### src/hdl/dcmf_pkg.sv
package dcmf_pkg;

	localparam int PIX_W = 8;
	localparam int CFG_W = 11;
	localparam int RAD_W = 3;

	localparam logic [CFG_W-1:0] WIDTH_RESET  = 11'd640;
	localparam logic [CFG_W-1:0] HEIGHT_RESET = 11'd480;
	localparam logic [RAD_W-1:0] RADIUS_RESET = 3'd7;

	localparam logic [PIX_W-1:0] PIX_MAX = 8'hFF;

	typedef enum logic [1:0] {
		REG_FRAME_WIDTH   = 2'd0,
		REG_FRAME_HEIGHT  = 2'd1,
		REG_WINDOW_RADIUS = 2'd2
	} reg_idx_t;

	typedef struct packed {
		logic             pad_item;
		logic [PIX_W-1:0] blue;
		logic [PIX_W-1:0] green;
		logic [PIX_W-1:0] red;
	} pix_t;

	typedef struct packed {
		logic [PIX_W-1:0] dark_value;
		logic             frame_end;
	} dark_t;

	function automatic logic [PIX_W-1:0] min_u8(input logic [PIX_W-1:0] a,
		input logic [PIX_W-1:0] b);
		return (a < b) ? a : b;
	endfunction

endpackage

### src/hdl/dcmf_min_tree.sv
module dcmf_min_tree #(
	parameter int N = 15
) (
	input  logic [7:0]   vals [N],
	input  logic [N-1:0] mask,
	output logic [7:0]   min_val
);
	import dcmf_pkg::*;

	localparam int N2 = 1 << $clog2(N);

	logic [PIX_W-1:0] node [1:2*N2-1];

	always_comb begin
		for (int i = 0; i < N2; i++) begin
			if (i < N) begin
				node[N2+i] = mask[i] ? vals[i] : PIX_MAX;
			end else begin
				node[N2+i] = PIX_MAX;
			end
		end
		for (int i = N2 - 1; i >= 1; i--) begin
			node[i] = min_u8(node[2*i], node[2*i+1]);
		end
	end

	assign min_val = node[1];

endmodule

### config.mk
export PLATFORM = sky130hd
export DESIGN_NAME = dcmf_min_tree
export DESIGN_NICKNAME = d
export VERILOG_FILES = /design/src/hdl/dcmf_pkg.sv /design/src/hdl/dcmf_min_tree.sv
export SDC_FILE = /design/constraint.sdc
export NUM_CORES = 1
export LEC_CHECK = 0
export BUFFER_PORTS_ARGS = -buffer_cell sky130_fd_sc_hd__buf_2
export CORE_UTILIZATION = 55
export DETAILED_ROUTE_END_ITERATION = 6
export PLACE_DENSITY = 0.93
export SKIP_LAST_GASP = 1
export SLEW_MARGIN = 25
export SYNTH_ARGS = -nofsm -noshare
export SYNTH_HDL_FRONTEND = slang
export SYNTH_SLANG_ARGS = --single-unit
### constraint.sdc
create_clock -name vclk -period 8.1
set_input_delay 0.405 -clock vclk [all_inputs]
set_output_delay 0.405 -clock vclk [all_outputs]
set_load 0.01 [all_outputs]
==> Yosys cells after proc, flatten, opt, wreduce, memory -nomap -nowiden <==
Index checks and enable logic that the tools add are counted.
{ "totals": {"in_bits": 135, "regBits": 0} }
{ "op_classes": {"muxes": 30, "n_lt_le_gt_ge": 15} }
{ "ops": {"columns": ["op", "n"], "rows": [
  ["two-way mux 8 bit", 30],
  ["< comparator 8 bit", 14],
  ["< comparator 8 bit, second input constant", 1]
]} }

==> Logic depth before layout (Yosys ltp) <==
{ "logic_depth": {"ltp_word": 9, "depth_mapped": 33, "ltp_nobuf": 32} }

==> Worst setup path after synthesis <==
Ideal clock, no wire load.
{ "synth_timing": {"path_type": "input to output", "startpoint": "in mask[8]", "endpoint": "out min_val[1]", "cell_stages": 28, "path_buffers": 1, "setup_slack_ns": 1.422, "required_ns": 7.695, "arrival_time_ns": 6.273, "cell_sequence": "nor2b_1 -> inv_1 -> ha_1 -> a21o_1 -> a21o_1 -> a211oi_1 -> o31a_1 -> buf_2 -> mux2i_1 -> ha_1 -> a21o_1 -> a21oi_1 -> nor2b_1 -> or3_1 -> a21oi_1 -> o21ai_0 -> ha_1 -> nand4_1 -> or2_2 -> a2111oi_4 -> nor2_2 -> mux2i_1 -> ha_1 -> o21a_1 -> o21a_1 -> o21ai_0 -> o21ai_2 -> mux2i_1"} }
{ "synth_via": {"elab_chain_cells": 9} }
{ "synth_rtl": {"columns": ["item", "line", "source"], "rows": [
  ["start, declared", "dcmf_min_tree.sv:5", "input logic [N-1:0] mask,"],
  ["two-way mux 8 bit (*)", "dcmf_min_tree.sv:17", "node[N2+i] = mask[i] ? vals[i] : PIX_MAX;"],
  ["< comparator 8 bit", "dcmf_pkg.sv:33", "return (a < b) ? a : b;"],
  ["two-way mux 8 bit (*)", "dcmf_pkg.sv:33", null],
  ["< comparator 8 bit", "dcmf_pkg.sv:33", null],
  ["two-way mux 8 bit (*)", "dcmf_pkg.sv:33", null],
  ["< comparator 8 bit", "dcmf_pkg.sv:33", null],
  ["two-way mux 8 bit (*)", "dcmf_pkg.sv:33", null],
  ["< comparator 8 bit", "dcmf_pkg.sv:33", null],
  ["two-way mux 8 bit (*)", "dcmf_pkg.sv:33", null],
  ["end, declared", "dcmf_min_tree.sv:6", "output logic [7:0] min_val"]
]} }
Every way passes the cells marked *; elsewhere a longest branch is shown, timed or not.

==> Worst setup path in the final report <==
{ "layout_timing": {"startpoint": "in mask[8]", "endpoint": "out min_val[4]"} }
The elaborated chain is that of the path after synthesis.

==> flow_summary.toml <==
[grt]
antenna_found_initial = 0
grt_max_degree = 15
grt_first_pass_wirelength_um = 20300
grt_usage_pct = 28.0
overflow = 0
grt_pass1_vias = 5045

[place]
place_congestion = 0.947
dpl.hpwl_um = 10700
io_buffer_count = 143

[layout]
nClkBuffers = 0
drive_gt1_share_pct = 24.7
multiInputGateArea_mm2 = 0.00425
num-fill-cells = 613
syn2layout_area_growth_pct = 21.4
final-seq-area_um2 = 0
seq_cell_count = 0
fin_nets = 988
antenna_cells = 0

[outcome]
status = "completed"

[sta]
fin_crit_sh_pct = 95.1
worstMarginPinSlew_ns = 0.625
fin_crit_ns = 7.70
maxSlewViolCount = 0
rsz0062_at_grt = "false"
max_slew_margin_pct = 58.0
setup_viol = 0
fmax_mhz = 130
finalSetupTns_ns = 0
final-hold-violation-count = 0

[detailed_routing]
vias = 5122
drc = 0
totalWireLength_um = 12400
antenna_left = 0
first_iter_violations = 187
wire_per_inst_um = 14.2
viasPerCell = 5.88
firstDrtPassIters = 5

[critical_path]
cp-startpoint = "mask[8]"
critical_path_class = "in2out"
cp_slowest_cell = "a2111oi_4"
cp_max_fo = 9
crit_top_cell = "a21o_1"
crit_required_ns = 7.70
cp.arrival_ns = 7.29
endpoint = "min_val[4]"
critPathLaunchType = "input port"
endpoint_kind = "output port"
slowest_delay_ns = 0.54

[pwr]
peakVddDrop_mv = 0.139
switching_share_pct = 56.1
combPwrFrac_pct = 100.0
switching_power_uw = 621
p_per_area_mw_per_mm2 = 205
power_leakage_uw = 0.00284
p_clk_share_pct = 0
power.total_uw = 1110
p_int_uw = 486
seqPwrFrac_pct = 0

[min_path]
holdCritPathClass = "in2out"

[cts]
cts_hold_buf = 0

[synthesis]
synth_cell_types = 60
ys_warn_count = 0
yosys.area.top_type = "ha_1"
ys_seq_area_share_pct = 0
syn_inst = 619
avgSynthCellArea_um2 = 7.20
syn_nets = 836
synthTopCellsByArea = "ha_1, mux2i_1, nor2b_1, nand2b_1, a21oi_1"
synth_top_cell_area_share_pct = 23.0
synth.cell_area_mm2 = 0.00446

[floorplan]
start_util_pct = 57.4
ios = 143
die_area_mm2 = 0.00847
die_h_um = 92.0
die_w_um = 92.0
coreArea_mm2 = 0.00777
num_rows = 32

[run]
cap_violations = 0
==> power by group through the flow <==
stage	sequential (uW)	clock [uW]	combinational (uW)
CTS	0	0	1050
finish	0	0	1110
global placement	0	0	983
floorplan	0	0	763
detailed placement	0	0	1040
global route	0	0	1210
==> synth_stat cells, types with 4 or more instances <==
cell type   n
a31oi_1     4
o31a_1      4
a211oi_1    5
nor2_1     41
o21ai_0    31
o31ai_1     5
clkbuf_1    7
nor2b_1    69
o21ai_1     5
mux2i_1    50
a21o_1     25
nand2_1    36
inv_1      50
nand2b_1   59
nand4_1     7
a21oi_1    42
ha_1       82
nand3_1     6
and4_1      5
o21a_1     13
o311ai_0    6
mux2_2      8
==> per-layer routing <==
metal / vias up / routed length (um) / global-route usage (%)
met5: - / 0 / 0
met4: 0 / 490 / 10.5
met3: 50 / 551 / 1.66
met2: 201 / 6450 / 57.0
met1: 2316 / 4900 / 29.4
li1: 2555 / - / -
==> worst max-delay path, delay by kind of cell <==
family	cells	cell delay, ns
and+or+nand+nor	5	1.24
adders and majority gates	4	1.27
muxes	2	0.62
buffers and inverters	3	0.40
AOI/OAI and AO/OA	15	3.32
==> area by class of cell <==
cell class                 instances  share of cell area, %
inverter                          51                   3.54
multi-input combinational        559                   78.6
tap                              102                   2.36
timing repair buffer             159                   15.5
==> logic make-up (layout without fill, tap and decap cells) <==
logic type	Yosys count	in the layout	share of synthesized area, %
multiplexers	59	59	13.6
AO/OA/AOI/OAI	175	175	27.5
buffers and inverters	60	210	5.17
AND/OR/NAND/NOR	241	241	30.3
adder cells (fa/ha/maj)	84	84	23.5
==> placed cells by master, fill, tap and decap left out, drive strengths merged, types with 2 or more instances in the layout <==
master / n
buf: 159
ha: 82
nor2b: 69
nand2b: 59
inv: 51
mux2i: 51
a21oi: 42
nor2: 42
o21ai: 38
nand2: 36
a21o: 25
o21a: 13
mux2: 8
a211oi: 8
nand4: 7
nand3: 7
o311ai: 6
o31ai: 6
and4: 5
a2111oi: 5
a31oi: 4
o31a: 4
nor3: 4
a311oi: 3
or3: 3
a31o: 3
nand3b: 3
a211o: 3
o21bai: 3
a41oi: 2
a22oi: 2
and2: 2
maj3: 2
a221oi: 2
or2: 2
==> what timing repair did <==
| item | CTS | global route |
|---|---|---|
| hold endpoints to repair | 0 | 0 |
| buffers inserted | 0 | 13 |
| endpoints found under the setup margin | 0 | 8 |
| resized for setup | 0 | 8 |
==> worst min-delay path by stage <==
stage	from	end	slack, ns	cells after the start
after floorplan	mask[14]	min_val[4]	1.31	5
after CTS	vals[3]	min_val[3]	1.56	7
after detailed placement	vals[3]	min_val[3]	1.56	7
after global placement	vals[3]	min_val[3]	1.56	7
after global routing	vals[3]	min_val[3]	1.64	7
final	vals[3]	min_val[3]	1.57	7
==> stage by stage <==
step / setup WS, ns / instances / util (%) / hold slack [ns] / instance area (um^2)
2_1_floorplan: 1.42 / 619 / - / 1.31 / 4460
3_3_place_gp: 0.473 / 858 / 68.0 / 1.56 / 5280
3_5_place_dp: 0.129 / 858 / 68.0 / 1.56 / 5280
4_1_cts: 0.109 / 858 / 68.0 / 1.56 / 5280
5_1_grt: 0.00609 / 871 / 69.6 / 1.64 / 5410
6_report: 0.400 / 871 / 69.6 / 1.57 / 5410
(Power assumes the default switching activity.)
