--- src/hdl/dcmf_pkg.sv ---
package dcmf_pkg;

	localparam int PIX_W = 8;
	localparam int CFG_W = 11;
	localparam int RAD_W = 3;

	localparam logic [CFG_W-1:0] WIDTH_RESET  = 11'd640;
	localparam logic [CFG_W-1:0] HEIGHT_RESET = 11'd480;
	localparam logic [RAD_W-1:0] RADIUS_RESET = 3'd7;

	localparam logic [PIX_W-1:0] PIX_MAX = 8'hFF;

	typedef enum logic [1:0] {
		REG_FRAME_WIDTH   = 2'd0,
		REG_FRAME_HEIGHT  = 2'd1,
		REG_WINDOW_RADIUS = 2'd2
	} reg_idx_t;

	typedef struct packed {
		logic             pad_item;
		logic [PIX_W-1:0] blue;
		logic [PIX_W-1:0] green;
		logic [PIX_W-1:0] red;
	} pix_t;

	typedef struct packed {
		logic [PIX_W-1:0] dark_value;
		logic             frame_end;
	} dark_t;

	function automatic logic [PIX_W-1:0] min_u8(input logic [PIX_W-1:0] a,
		input logic [PIX_W-1:0] b);
		return (a < b) ? a : b;
	endfunction

endpackage

--- src/hdl/dcmf_out_fifo.sv ---
module dcmf_out_fifo (
	input  logic              clk,
	input  logic              arst_n,
	input  logic              push,
	input  dcmf_pkg::dark_t   push_data,
	output logic              dark_valid,
	input  logic              dark_ready,
	output dcmf_pkg::dark_t   dark,
	output logic [2:0]        level
);
	import dcmf_pkg::*;

	dark_t      buf_q [4];
	logic [1:0] wr_ptr_q;
	logic [1:0] rd_ptr_q;
	logic [2:0] cnt_q;
	logic       pop;

	assign pop        = dark_valid && dark_ready;
	assign dark_valid = (cnt_q != 3'd0);
	assign dark       = buf_q[rd_ptr_q];
	assign level      = cnt_q;

	always_ff @(posedge clk) begin
		if (push) begin
			buf_q[wr_ptr_q] <= push_data;
		end
	end

	always_ff @(posedge clk or negedge arst_n) begin
		if (!arst_n) begin
			wr_ptr_q <= 2'd0;
			rd_ptr_q <= 2'd0;
			cnt_q    <= 3'd0;
		end else begin
			if (push) begin
				wr_ptr_q <= wr_ptr_q + 2'd1;
			end
			if (pop) begin
				rd_ptr_q <= rd_ptr_q + 2'd1;
			end
			cnt_q <= cnt_q + 3'(push) - 3'(pop);
		end
	end

endmodule

--- config.mk ---
export PLATFORM = sky130hd
export DESIGN_NAME = dcmf_out_fifo
export DESIGN_NICKNAME = d
export VERILOG_FILES = /design/src/hdl/dcmf_pkg.sv /design/src/hdl/dcmf_out_fifo.sv
export SDC_FILE = /design/constraint.sdc
export NUM_CORES = 1
export LEC_CHECK = 0
export ABC_CLOCK_PERIOD_IN_PS = 2680
export BUFFER_PORTS_ARGS = -buffer_cell sky130_fd_sc_hd__clkbuf_2
export CORE_MARGIN = 2
export CORE_UTILIZATION = 45
export CTS_CLUSTER_SIZE = 40
export DETAILED_ROUTE_END_ITERATION = 10
export PLACE_DENSITY = 0.77
export SLEW_MARGIN = 20
export SYNTH_ARGS = -nofsm -noshare
export SYNTH_HDL_FRONTEND = slang
export SYNTH_SLANG_ARGS = --single-unit
--- constraint.sdc ---
create_clock -name clk -period 2.68 [get_ports clk]
set_input_delay 0.536 -clock clk [delete_from_list [all_inputs] [get_ports clk]]
set_output_delay 0.536 -clock clk [all_outputs]
set_load 0.03 [all_outputs]
; Word-level counts from Yosys, hierarchy flattened
; Memory sizes are Yosys's and may differ from the RTL's.
; Cells that the tools add are included.
[totals]
reg_bits = 7
ram_bits = 36
inputBits = 13
out_inout_bits = 13
wordCells = 12
mem_count = 1
[op_classes]
addsub = 4
n_mux = 2
reduce_logical = 2
[mem_list]
columns = memory, depth, width, read_ports, rd_ports_with_merged_regs, wr, line_no
row1 = buf_q, 4, 9, 1, 0, 1, dcmf_out_fifo.sv:13  ; dark_t buf_q [4];
[ops]
columns = operator, n
row1 = $add 2x1->2 const B, 2
row2 = $add 3x1->3, 1
row3 = $reduce_bool 3->1, 1
row4 = $sub 3x1->3, 1
row5 = $mux 1, 2
row6 = $logic_and 1x1->1, 1

; Depth between registers and ports, before layout
[logic_depth]
word_depth = 3
mapped_depth = 7
mapped_depth_nobuf = 7

; Worst setup path before layout
; No wires, ideal clock.
[synth_timing]
path_kind = register to register
from = reg cnt_q[1] (netlist: level[1])
to = reg cnt_q[2] (netlist: level[2])
setup_ns = 0.123
arrival_ns = 1.966
t_required_ns = 2.557
slack_ns = 0.591
stages_incl_launch_ff = 8
path_buffers = 0
synth_period_minus_slack_ns = 2.089
cell_sequence = dfrtp_1 > o31a_1 > ha_1 > inv_1 > ha_1 > fa_1 > xnor2_1 > xnor2_1
[synth_between]
elab_chain_cells = 3
word_cells_on_any_way = 4
cone_classes = 2 x add/sub / 2 x reduce/logical
[synth_lines]
columns = element, line_no
row1 = start: declaration, dcmf_out_fifo.sv:16  ; logic [2:0] cnt_q;
row2 = start signal: assignment, dcmf_out_fifo.sv:42  ; cnt_q <= cnt_q + 3'(push) - 3'(pop);
row3 = $reduce_bool 3->1, dcmf_out_fifo.sv:20  ; assign dark_valid = (cnt_q != 3'd0);
row4 = $logic_and 1x1->1, dcmf_out_fifo.sv:19  ; assign pop = dark_valid && dark_ready;
row5 = named net pop, dcmf_out_fifo.sv:17  ; logic pop;
row6 = $sub 3x1->3, dcmf_out_fifo.sv:42
; The timed path passes the listed nets, and every way through them passes these cells.
; A chain may end at the register's enable or synchronous reset.

==> summary.log <==
INFO  pwr            cellLeakagePower=0.752nW
INFO  timing         timing.final.crit_share=0.904
INFO  worst_setup_path cp.arrival=1890ps
INFO  floorplanning  die_w=65.4um
INFO  worst_setup_path end_kind=output port
INFO  clocking       clock_latency_late_sink=290ps
INFO  min_path       hold_class=in -> async
INFO  logic_synthesis netlist-cell-type-count=17
INFO  flow_run       max-cap-violations=0
INFO  pwr            power_density=1170nW/um^2
INFO  timing         skew=3.69ps
INFO  logic_synthesis syn-instance-count=81
INFO  timing         finalHoldWorstSlack=71.2ps
INFO  timing         max_freq=413MHz
INFO  layout         register_area=1260squm
INFO  clocking       cts_post_setup_buffers_inserted=0
INFO  layout         postLayoutCellArea=1980squm
INFO  timing         normalized_max_slew_margin=0.575
INFO  floorplanning  rows=22
INFO  logic_synthesis netlist.area_leader.share=0.637
INFO  timing         worst-slew-pin-transition=637ps
INFO  pwr            irDropWorstVdd=0.842mV
INFO  timing         setup-tns-final=0ps
INFO  floorplanning  start_util=0.467
INFO  floorplanning  die_h=65.4um
INFO  timing         timing_hold_violations_final=0
INFO  clocking       tritoncts.num_buffers=5
INFO  logic_synthesis synth_area_per_cell=21.0squm
INFO  timing         setup_repair_after_global_routing_missed_its_margin=false
INFO  clocking       clock_tree_from_tritoncts=done
INFO  layout         fillerInstances=317
INFO  layout         multi_input_logic_area=403squm
INFO  logic_synthesis yosysWarningCount=0
INFO  detailed_routing ant_nets=0
INFO  logic_synthesis synth_area_leader_cell=edfxtp_1
INFO  worst_setup_path r2r_slack=650ps
INFO  worst_setup_path crit_path_max_fanout=11
INFO  worst_setup_path cp_data_required_time=2140ps
INFO  detailed_routing drt_iter0_markers=42
INFO  worst_setup_path criticalPathCategory=reg -> out
INFO  detailed_routing vias_per_cell=5.06
INFO  grt            overflow=0
INFO  detailed_routing remaining_drc_errors=0
INFO  logic_synthesis syn-num-nets=101
INFO  clocking       cts_hold_buffers=0
INFO  grt            grt_first_pass_wirelength=4330um
INFO  placed_design  preCtsSetupSlack=540ps
INFO  logic_synthesis synth.ff_latch_count=43
INFO  layout         postLayoutCoreUtil=0.545
INFO  layout         antenna_cells_inserted=0
INFO  detailed_routing totalWireLength=2540um
INFO  logic_synthesis post_synth_instance_area=1700squm
INFO  worst_setup_path rr_endpoint=level[2]
INFO  floorplanning  fp.dieArea=4280squm
INFO  clocking       htree_levels=2
INFO  floorplanning  top_level_port_count=26
INFO  logic_synthesis ys_seq_area_frac=0.740
INFO  clocking       worst_setup_hold_path_clk_slew=80ps
INFO  placed_design  place.port_buffers=25
INFO  clocking       resized_after_cts=0
INFO  clocking       cts_root_buffer=clkbuf_8
INFO  grt            grt_pass1_vias=930
INFO  layout         final_nets=131
INFO  layout         layout.cells.most_common=edfxtp_1
INFO  grt            antenna_found_initial=0
INFO  placed_design  dpl_hpwl=1750um
INFO  worst_setup_path cell_count_of_the_worst_reg_to_reg_path=7
INFO  logic_synthesis synth.area.top_cells=edfxtp_1, mux4_2, dfrtp_1, ha_1, mux4_1
INFO  placed_design  cell_area_placed=1870squm
INFO  layout         area_delta_synth_final=16.6%
INFO  timing         fin_ws=258ps
INFO  timing         maxSlewViolCount=0
INFO  clocking       clock-sinks=43
INFO  status         status=complete, no violations
INFO  detailed_routing drt_pass1_iterations=3
INFO  layout         final_layout_size_suffix_gt1_frac=0.366
INFO  floorplanning  fp.coreArea=3630squm
INFO  timing         timing.final.setup_violations=0
INFO  worst_setup_path reg2reg_from=level[1]
INFO  placed_design  place.gp.congestion=0.679
INFO  detailed_routing drt-wirelength-per-cell=15.8um
INFO  clocking       clock_tree.buffer_depth=2
INFO  layout         most-common-layout-cells=edfxtp_1, clkbuf_2, mux4_2
INFO  grt            global_route_total_usage_across_every_layer=0.146
INFO  detailed_routing number_of_vias_in_the_routed_layout=810
INFO  timing         final_period_minus_worst_setup_slack=2420ps
INFO  worst_setup_path setup.worst_path.start_class=register
INFO  grt            maximum_number_of_pins_on_one_net_before_global_route_repair=15
[sequential cells by signal (all words and copies together), names as in the netlist]
signal and cells:
wr_ptr_q 2, level 3, buf_q 36, rd_ptr_q 2
[metal layers]
layer | vias to the layer above | global-route usage | share of wire
met1 | 409 | 0.161 | 0.41
met2 | 25 | 0.247 | 0.51
met4 | 0 | 0.0833 | 0.016
li1 | 370 | - | -
met5 | - | 0 | 0
met3 | 6 | 0.0497 | 0.061
[cell type report]
type                       instances  area share
clock buffer                       5      0.0348
clock inverter                     3      0.0221
inverter                           6      0.0114
multi-input combinational         30       0.204
sequential                        43       0.635
tap                               48      0.0303
timing repair buffer              25      0.0632
[per-stage QoR]
stage          std cells  power, W
5_1_grt              160   0.00245
4_1_cts              160   0.00234
3_5_place_dp         152   0.00185
2_1_floorplan         81   0.00164
6_report             160   0.00231
3_3_place_gp         152   0.00181
[worst max-delay path, stage by stage, from the launching register on]
cell,delay (ps)
dfrtp_1,760
mux4_1,640
clkbuf_2,200
[logic make-up (layout without fill, tap and decap cells)]
| kind of cell | count (synthesis) | in the layout | synth area share |
|---|---|---|---|
| mux | 9 | 9 | 0.122 |
| simple gates | 6 | 6 | 0.0206 |
| buf+inv | 8 | 39 | 0.0228 |
| fa+ha+maj | 7 | 7 | 0.0560 |
| compound gates | 3 | 3 | 0.0133 |
| flops | 43 | 43 | 0.740 |
| xor+xnor | 5 | 5 | 0.0258 |
[worst max path at each step]
stage,from,to,slack [ps],cells after the start
final,rd_ptr_q[0],dark[8],260,2
after global placement,rd_ptr_q[0],dark[8],560,2
after CTS,rd_ptr_q[0],dark[8],210,2
after floorplan,level[1],level[2],590,7
after detailed placement,rd_ptr_q[0],dark[8],540,2
after global routing,rd_ptr_q[0],dark[8],140,2
[report_power, final]
group          total [W]  leakage, nW  switching (W)  internal (W)
Combinational   0.000782        0.281       0.000466      0.000316
Sequential       0.00104        0.413       0.000145      0.000897
Clock           0.000483       0.0581       0.000206      0.000277
[synth_stat cells, drive strengths merged]
master  number
xor2         2
o21ai        1
edfxtp      36
mux4         9
or3          1
o311ai       1
inv          6
o31a         1
and2         4
dfrtp        7
buf          2
xnor2        3
nand2        1
fa           1
ha           6
Note: power is estimated with default switching activity, not from simulation.
