[src/hdl/dcmf_pkg.sv]
package dcmf_pkg;

	localparam int PIX_W = 8;
	localparam int CFG_W = 11;
	localparam int RAD_W = 3;

	localparam logic [CFG_W-1:0] WIDTH_RESET  = 11'd640;
	localparam logic [CFG_W-1:0] HEIGHT_RESET = 11'd480;
	localparam logic [RAD_W-1:0] RADIUS_RESET = 3'd7;

	localparam logic [PIX_W-1:0] PIX_MAX = 8'hFF;

	typedef enum logic [1:0] {
		REG_FRAME_WIDTH   = 2'd0,
		REG_FRAME_HEIGHT  = 2'd1,
		REG_WINDOW_RADIUS = 2'd2
	} reg_idx_t;

	typedef struct packed {
		logic             pad_item;
		logic [PIX_W-1:0] blue;
		logic [PIX_W-1:0] green;
		logic [PIX_W-1:0] red;
	} pix_t;

	typedef struct packed {
		logic [PIX_W-1:0] dark_value;
		logic             frame_end;
	} dark_t;

	function automatic logic [PIX_W-1:0] min_u8(input logic [PIX_W-1:0] a,
		input logic [PIX_W-1:0] b);
		return (a < b) ? a : b;
	endfunction

endpackage

[src/hdl/dcmf_min_tree.sv]
module dcmf_min_tree #(
	parameter int N = 15
) (
	input  logic [7:0]   vals [N],
	input  logic [N-1:0] mask,
	output logic [7:0]   min_val
);
	import dcmf_pkg::*;

	localparam int N2 = 1 << $clog2(N);

	logic [PIX_W-1:0] node [1:2*N2-1];

	always_comb begin
		for (int i = 0; i < N2; i++) begin
			if (i < N) begin
				node[N2+i] = mask[i] ? vals[i] : PIX_MAX;
			end else begin
				node[N2+i] = PIX_MAX;
			end
		end
		for (int i = N2 - 1; i >= 1; i--) begin
			node[i] = min_u8(node[2*i], node[2*i+1]);
		end
	end

	assign min_val = node[1];

endmodule

[src/hdl/dcmf_hwin.sv]
module dcmf_hwin #(
	parameter int NK = 15
) (
	input  logic          clk,
	input  logic          shift_en,
	input  logic [7:0]    vmin_new,
	input  logic [NK-1:0] hmask,
	output logic [7:0]    hmin
);
	import dcmf_pkg::*;

	localparam int SL = (NK > 1) ? NK - 1 : 1;

	logic [PIX_W-1:0] sr_q [SL];
	logic [PIX_W-1:0] vals [NK];

	always_ff @(posedge clk) begin
		if (shift_en) begin
			sr_q[0] <= vmin_new;
			for (int i = 1; i < SL; i++) begin
				sr_q[i] <= sr_q[i-1];
			end
		end
	end

	always_comb begin
		vals[0] = vmin_new;
		for (int k = 1; k < NK; k++) begin
			vals[k] = sr_q[k-1];
		end
	end

	dcmf_min_tree #(.N(NK)) u_tree (
		.vals    (vals),
		.mask    (hmask),
		.min_val (hmin)
	);

endmodule

[config.mk]
export PLATFORM = sky130hd
export DESIGN_NAME = dcmf_hwin
export DESIGN_NICKNAME = d
export VERILOG_FILES = /design/src/hdl/dcmf_pkg.sv /design/src/hdl/dcmf_min_tree.sv /design/src/hdl/dcmf_hwin.sv
export SDC_FILE = /design/constraint.sdc
export NUM_CORES = 1
export LEC_CHECK = 0
export BUFFER_PORTS_ARGS = -buffer_cell sky130_fd_sc_hd__buf_2
export CAP_MARGIN = 0
export CELL_PAD_IN_SITES_DETAIL_PLACEMENT = 0
export CELL_PAD_IN_SITES_GLOBAL_PLACEMENT = 1
export CORE_ASPECT_RATIO = 1.5
export CORE_MARGIN = 4
export CORE_UTILIZATION = 54
export CTS_CLUSTER_SIZE = 40
export DETAILED_ROUTE_END_ITERATION = 16
export PLACE_DENSITY_LB_ADDON = 0.1
export SLEW_MARGIN = 10
export SYNTH_ARGS = -nofsm -noshare
export SYNTH_HDL_FRONTEND = slang
export SYNTH_HIERARCHICAL = 1
export SYNTH_SLANG_ARGS = --single-unit
[constraint.sdc]
create_clock -name clk -period 18.4 [get_ports clk]
set_input_delay 0.92 -clock clk [delete_from_list [all_inputs] [get_ports clk]]
set_output_delay 0.92 -clock clk [all_outputs]
set_load 0.005 [all_outputs]
-- Word level (Yosys, flattened, before mapping)
Memories as Yosys holds them, arrays and structs flattened.
Cells that the tools add are included.
- flip-flop bits (word level): 0
- bits in latches: 0
- RAM bits: 112
- ROM bits: 0
- input bits: 25
- output and inout port bits: 8
- logic and storage cells: 48
- memories kept: 1
- add/subtract/negate cells: 0
- multipliers: 0
- divide/modulo/power cells: 0
- magnitude comparators: 15
- eq/ne operators: 0
- shift operators: 0
- multiplexer cells: 32
- bitwise gates (word level): 0
- reductions and logical operators: 0
- memories (memory ; depth ; bits a word ; read ports ; clocked after memory_dff ; write ports ; line ; source):
    sr_q ; 14 ; 8 ; 14 ; 0 ; 14 ; dcmf_hwin.sv:14 ; logic [PIX_W-1:0] sr_q [SL];
- operator list (kind ; number):
    $mux 8 ; 30
    $lt 8x8->1 ; 14
    $lt 8x8->1 const B ; 1
    $mux 1 ; 2

-- Depth between registers and ports, before layout
An unclocked memory read counts as a cell.
- depth after elaboration: 10
- mapped depth: 33
- depth with buffers taken out: 32

-- Cells and area by module
The synthesis kept the hierarchy.
- by module, submodules not included (module ; instances ; cells each ; area each (sq um) ; seq. area each (sq um)):
    dcmf_min_tree ; 1 ; 619 ; 4456.8 ; 0.0
    dcmf_hwin ; 1 ; 112 ; 3363.2 ; 3363.2

-- Worst setup path after synthesis
No wires, ideal clock.
- path kind: input port to output port
- start point: input port hmask[8]
- end point: output port hmin[1]
- arrival: 6.716 ns
- data required time: 17.480 ns
- setup slack: 10.764 ns
- stages on the path: 28
- buffers on the path: 1
- cells stage by stage: nor2b_1 -> inv_1 -> ha_1 -> a21o_1 -> a21o_1 -> a211oi_1 -> o31a_1 -> buf_2 -> mux2i_1 -> ha_1 -> a21o_1 -> a21oi_1 -> nor2b_1 -> or3_1 -> a21oi_1 -> o21ai_0 -> ha_1 -> nand4_1 -> or2_2 -> a2111oi_4 -> nor2_2 -> mux2i_1 -> ha_1 -> o21a_1 -> o21a_1 -> o21ai_0 -> o21ai_2 -> mux2i_1
- longest elaborated chain between the ends: 9
- ends and longest elaborated chain (element ; line ; source):
    from (decl) ; dcmf_hwin.sv:7 ; input logic [NK-1:0] hmask,
    $mux 8 * ; dcmf_min_tree.sv:17 ; node[N2+i] = mask[i] ? vals[i] : PIX_MAX;
    $lt 8x8->1 ; dcmf_pkg.sv:33 ; return (a < b) ? a : b;
    $mux 8 * ; dcmf_pkg.sv:33 ;
    $lt 8x8->1 ; dcmf_pkg.sv:33 ;
    $mux 8 * ; dcmf_pkg.sv:33 ;
    $lt 8x8->1 ; dcmf_pkg.sv:33 ;
    $mux 8 * ; dcmf_pkg.sv:33 ;
    $lt 8x8->1 ; dcmf_pkg.sv:33 ;
    $mux 8 * ; dcmf_pkg.sv:33 ;
    to (decl) ; dcmf_hwin.sv:8 ; output logic [7:0] hmin
Every way passes the cells marked *; elsewhere a longest branch is shown, timed or not.

-- Worst setup path in the final report
- start point: input port hmask[8]
- end point: output port hmin[5]
The elaborated chain is that of the path after synthesis.

==> results.py <==
metrics = {
    "outcome": {
        "status": "completed",
    },
    "global_route": {
        "use_met3_pct": 3.528,
        "grt_pass1_wl_mm": 28.28,
        "grt_pass1_vias": 5812,
        "use_met2_pct": 42.85,
        "track_usage_pct": 21.93,
        "global_route.usage.met1_pct": 22.19,
        "grt-ovfl-total": 0,
        "busiest_layer": "met2",
        "antenna_found_initial": 0,
        "grt_max_degree": 77,
    },
    "timing": {
        "maxSlewViolCount": 0,
        "final_hold_viol_count": 0,
        "clock.fmax_mhz": 110.2,
        "min_period_ps": 9074,
        "rsz0062_at_grt": "no",
        "skew_ps": 4.140,
        "hold_ws_ps": 446.0,
        "slew_headroom_pct": 36.15,
        "fin_setup_tns_ps": 0,
        "setup_viol": 0,
        "worst_pin_slew_ps": 957.7,
        "finalCritPeriodShare_pct": 49.31,
    },
    "critical_path": {
        "r2r-end": "sr_q[1][1]",
        "cpMaxStageDelayCell": "a2111oi_4",
        "r2r_slack_ps": 17630,
        "timing.rr.start": "sr_q[0][9]",
        "critPathLaunchType": "input pin",
        "critical_path_buf_inv_count": 3,
        "cp_max_fo": 9,
        "cpMostUsedCell": "ha_1",
        "required_ps": 17480,
        "cp-startpoint": "hmask[8]",
        "cp-end-kind": "output port",
        "ff2ff_path_depth": 0,
        "cpPeakStageDelay_ps": 570,
        "crit_type": "in -> out",
        "worstPathArrival_ps": 8150,
        "crit_family": "compound AO/OA/AOI/OAI gates",
    },
    "clocking": {
        "cts-htree-levels": 3,
        "post_cts_buffers": 0,
        "cts_buffers": 9,
        "cts.path.max_buffers": 2,
        "cts_hold_buf": 0,
        "cts_tree": "done",
        "cts_resized": 0,
        "worst_skew_pair.late_latency_ps": 360,
        "root_buffer": "clkbuf_16",
        "clock_sinks": 112,
        "clkTransAtPathRegs_ps": 80,
    },
    "yosys": {
        "synth_area_leaders": "edfxtp_1 (43%), ha_1 (13%), mux2i_1 (6.4%)",
        "synth_cell_type_count": 61,
        "synth_mux_area_share_pct": 7.728,
        "synthXorXnorAreaFrac_pct": 0,
        "syn_inst": 731,
        "synth_top_family_by_area": "simple AND/OR/NAND/NOR gates",
        "synth_area_per_cell_um2": 10.70,
        "synth_top_cell_by_area": "edfxtp_1",
        "synth_top_area_share_pct": 43.01,
        "synthTopCellsByCount": "edfxtp_1 (112), ha_1 (82), nor2b_1 (69)",
        "syn-num-nets": 838,
        "synth_edf_count": 112,
        "synth-compound-area-share_pct": 15.65,
        "ys_seq_area_share_pct": 43.01,
        "synth_ff_type": "edfxtp_1",
        "ys_ff_latch": 112,
        "mappedNetlistArea_mm2": 0.007820,
        "synth_fa_ha_area_share_pct": 13.39,
        "yosys.area_share.simple_pct": 17.28,
        "synth_async_sr_flop_share_pct": 0,
        "yosys_warnings": 6,
        "synth_most_common_cell": "edfxtp_1",
    },
    "pwr": {
        "sw_frac_of_total_pct": 36.89,
        "p_comb_share_pct": 46.5,
        "power.density_mw_per_mm2": 112.7,
        "peakVddDrop_mv": 0.06102,
        "clkPwrFrac_pct": 21.4,
        "p_leak_uw": 0.003580,
        "power_switching_uw": 353.6,
        "intPower_uw": 604.9,
        "sequentialPowerShare_pct": 32.2,
    },
    "detailed_routing": {
        "drc": 0,
        "drtPass1Iterations": 5,
        "wirelength_mm": 17.46,
        "ant_nets": 0,
        "wire_per_inst_um": 18.13,
        "drt_iter0_markers": 237,
        "viasPerCell": 5.772,
        "vias": 5558,
    },
    "final_layout": {
        "drive_gt1_share_pct": 9.728,
        "synthToLayoutAreaGrowth_pct": 8.720,
        "nNetsFinal": 873,
        "top_regs": "sr_q x112",
        "largest-register": "sr_q",
        "largest_register_ffs": 112,
        "num_antenna_cells": 0,
    },
    "die": {
        "fp.dieH_um": 155.4,
        "dieArea_mm2": 0.01651,
        "die-width_um": 106.3,
        "start_util_pct": 55.36,
        "ios": 33,
        "rows": 53,
        "core_mm2": 0.01412,
    },
    "min_path": {
        "min_path_cells": 0,
        "worstHoldEndpoint": "sr_q[3][6]",
        "hp-class": "reg -> reg",
        "worstHoldStart": "sr_q[2][14]",
    },
    "placement": {
        "dp_hpwl_mm": 13.64,
        "port_buffers": 32,
        "gp_congestion": 0.9072,
    },
    "job": {
        "cap_violations": 0,
    },
}
-- layer usage --
layer | vias up | part of all wire (%) | routed length [µm]
met4 | 0 | 3.3 | 578
met1 | 2662 | 38 | 6677
met5 | - | 0 | 0
li1 | 2783 | - | -
met3 | 37 | 2.3 | 401
met2 | 76 | 56 | 9805
-- per-stage QoR --
stage               utilization (%)  cell area (µm²)  instances  setup WS, ps  total power, µW
finish                        60.19             8502        963          9326            958.5
global route                  60.19             8502        963          8793             1032
CTS                           60.19             8502        963          9377            968.5
detailed placement            57.99             8192        947          9375            760.0
global placement              57.99             8192        947          9581            749.6
floorplan                         -             7820        731         10760            639.2
-- area by class of cell --
type | instances | area, µm²
tap | 192 | 240.2
clock buffer | 10 | 229.0
clock inverter | 6 | 81.33
fill | 1205 | 5623
multi-input combinational | 559 | 4227
sequential | 112 | 3363
timing repair buffer | 33 | 170.2
inverter | 51 | 191.4
-- worst max-delay path by stage --
stage / to / depth (start not counted)
detailed placement: hmin[5] / 28
finish: hmin[5] / 28
global placement: hmin[5] / 28
global route: hmin[5] / 28
floorplan: hmin[1] / 28
CTS: hmin[5] / 28
-- placed cells by master (no fill, tap or decap), types with 3 or more instances in the layout --
cell,instances
mux2_2,8
and4_1,5
a311oi_1,3
or3_1,3
o21ai_1,5
inv_8,3
a31oi_1,4
clkbuf_16,9
nor2b_1,69
o311ai_0,6
nand2b_1,59
o31ai_1,5
nand2_1,36
nor2_1,41
o21a_1,13
a21oi_1,42
a211oi_2,3
inv_1,50
buf_2,31
a21o_1,25
o31a_1,4
nand3b_1,3
a211o_1,3
a211oi_1,5
nor3_1,3
a31o_1,3
o21ai_0,31
nand4_1,7
nand3_1,6
edfxtp_1,112
mux2i_1,50
ha_1,82
-- kinds of logic (layout without fill, tap and decap cells) --
kind of cell,count (synthesis),count (layout)
and+or+nand+nor,241,241
AOI/OAI and AO/OA,175,175
DFF,112,112
adders and majority gates,84,84
buffers and inverters,60,100
muxes,59,59
-- power by group through the flow --
stage	clock network [µW]	registers, µW	logic, µW
after floorplan	0	309	331
after global placement	0	314	436
after detailed placement	0	314	446
after CTS	211	309	449
after global routing	223	310	499
final	205	308	445
No activity file was read; power rests on OpenSTA's default activity.
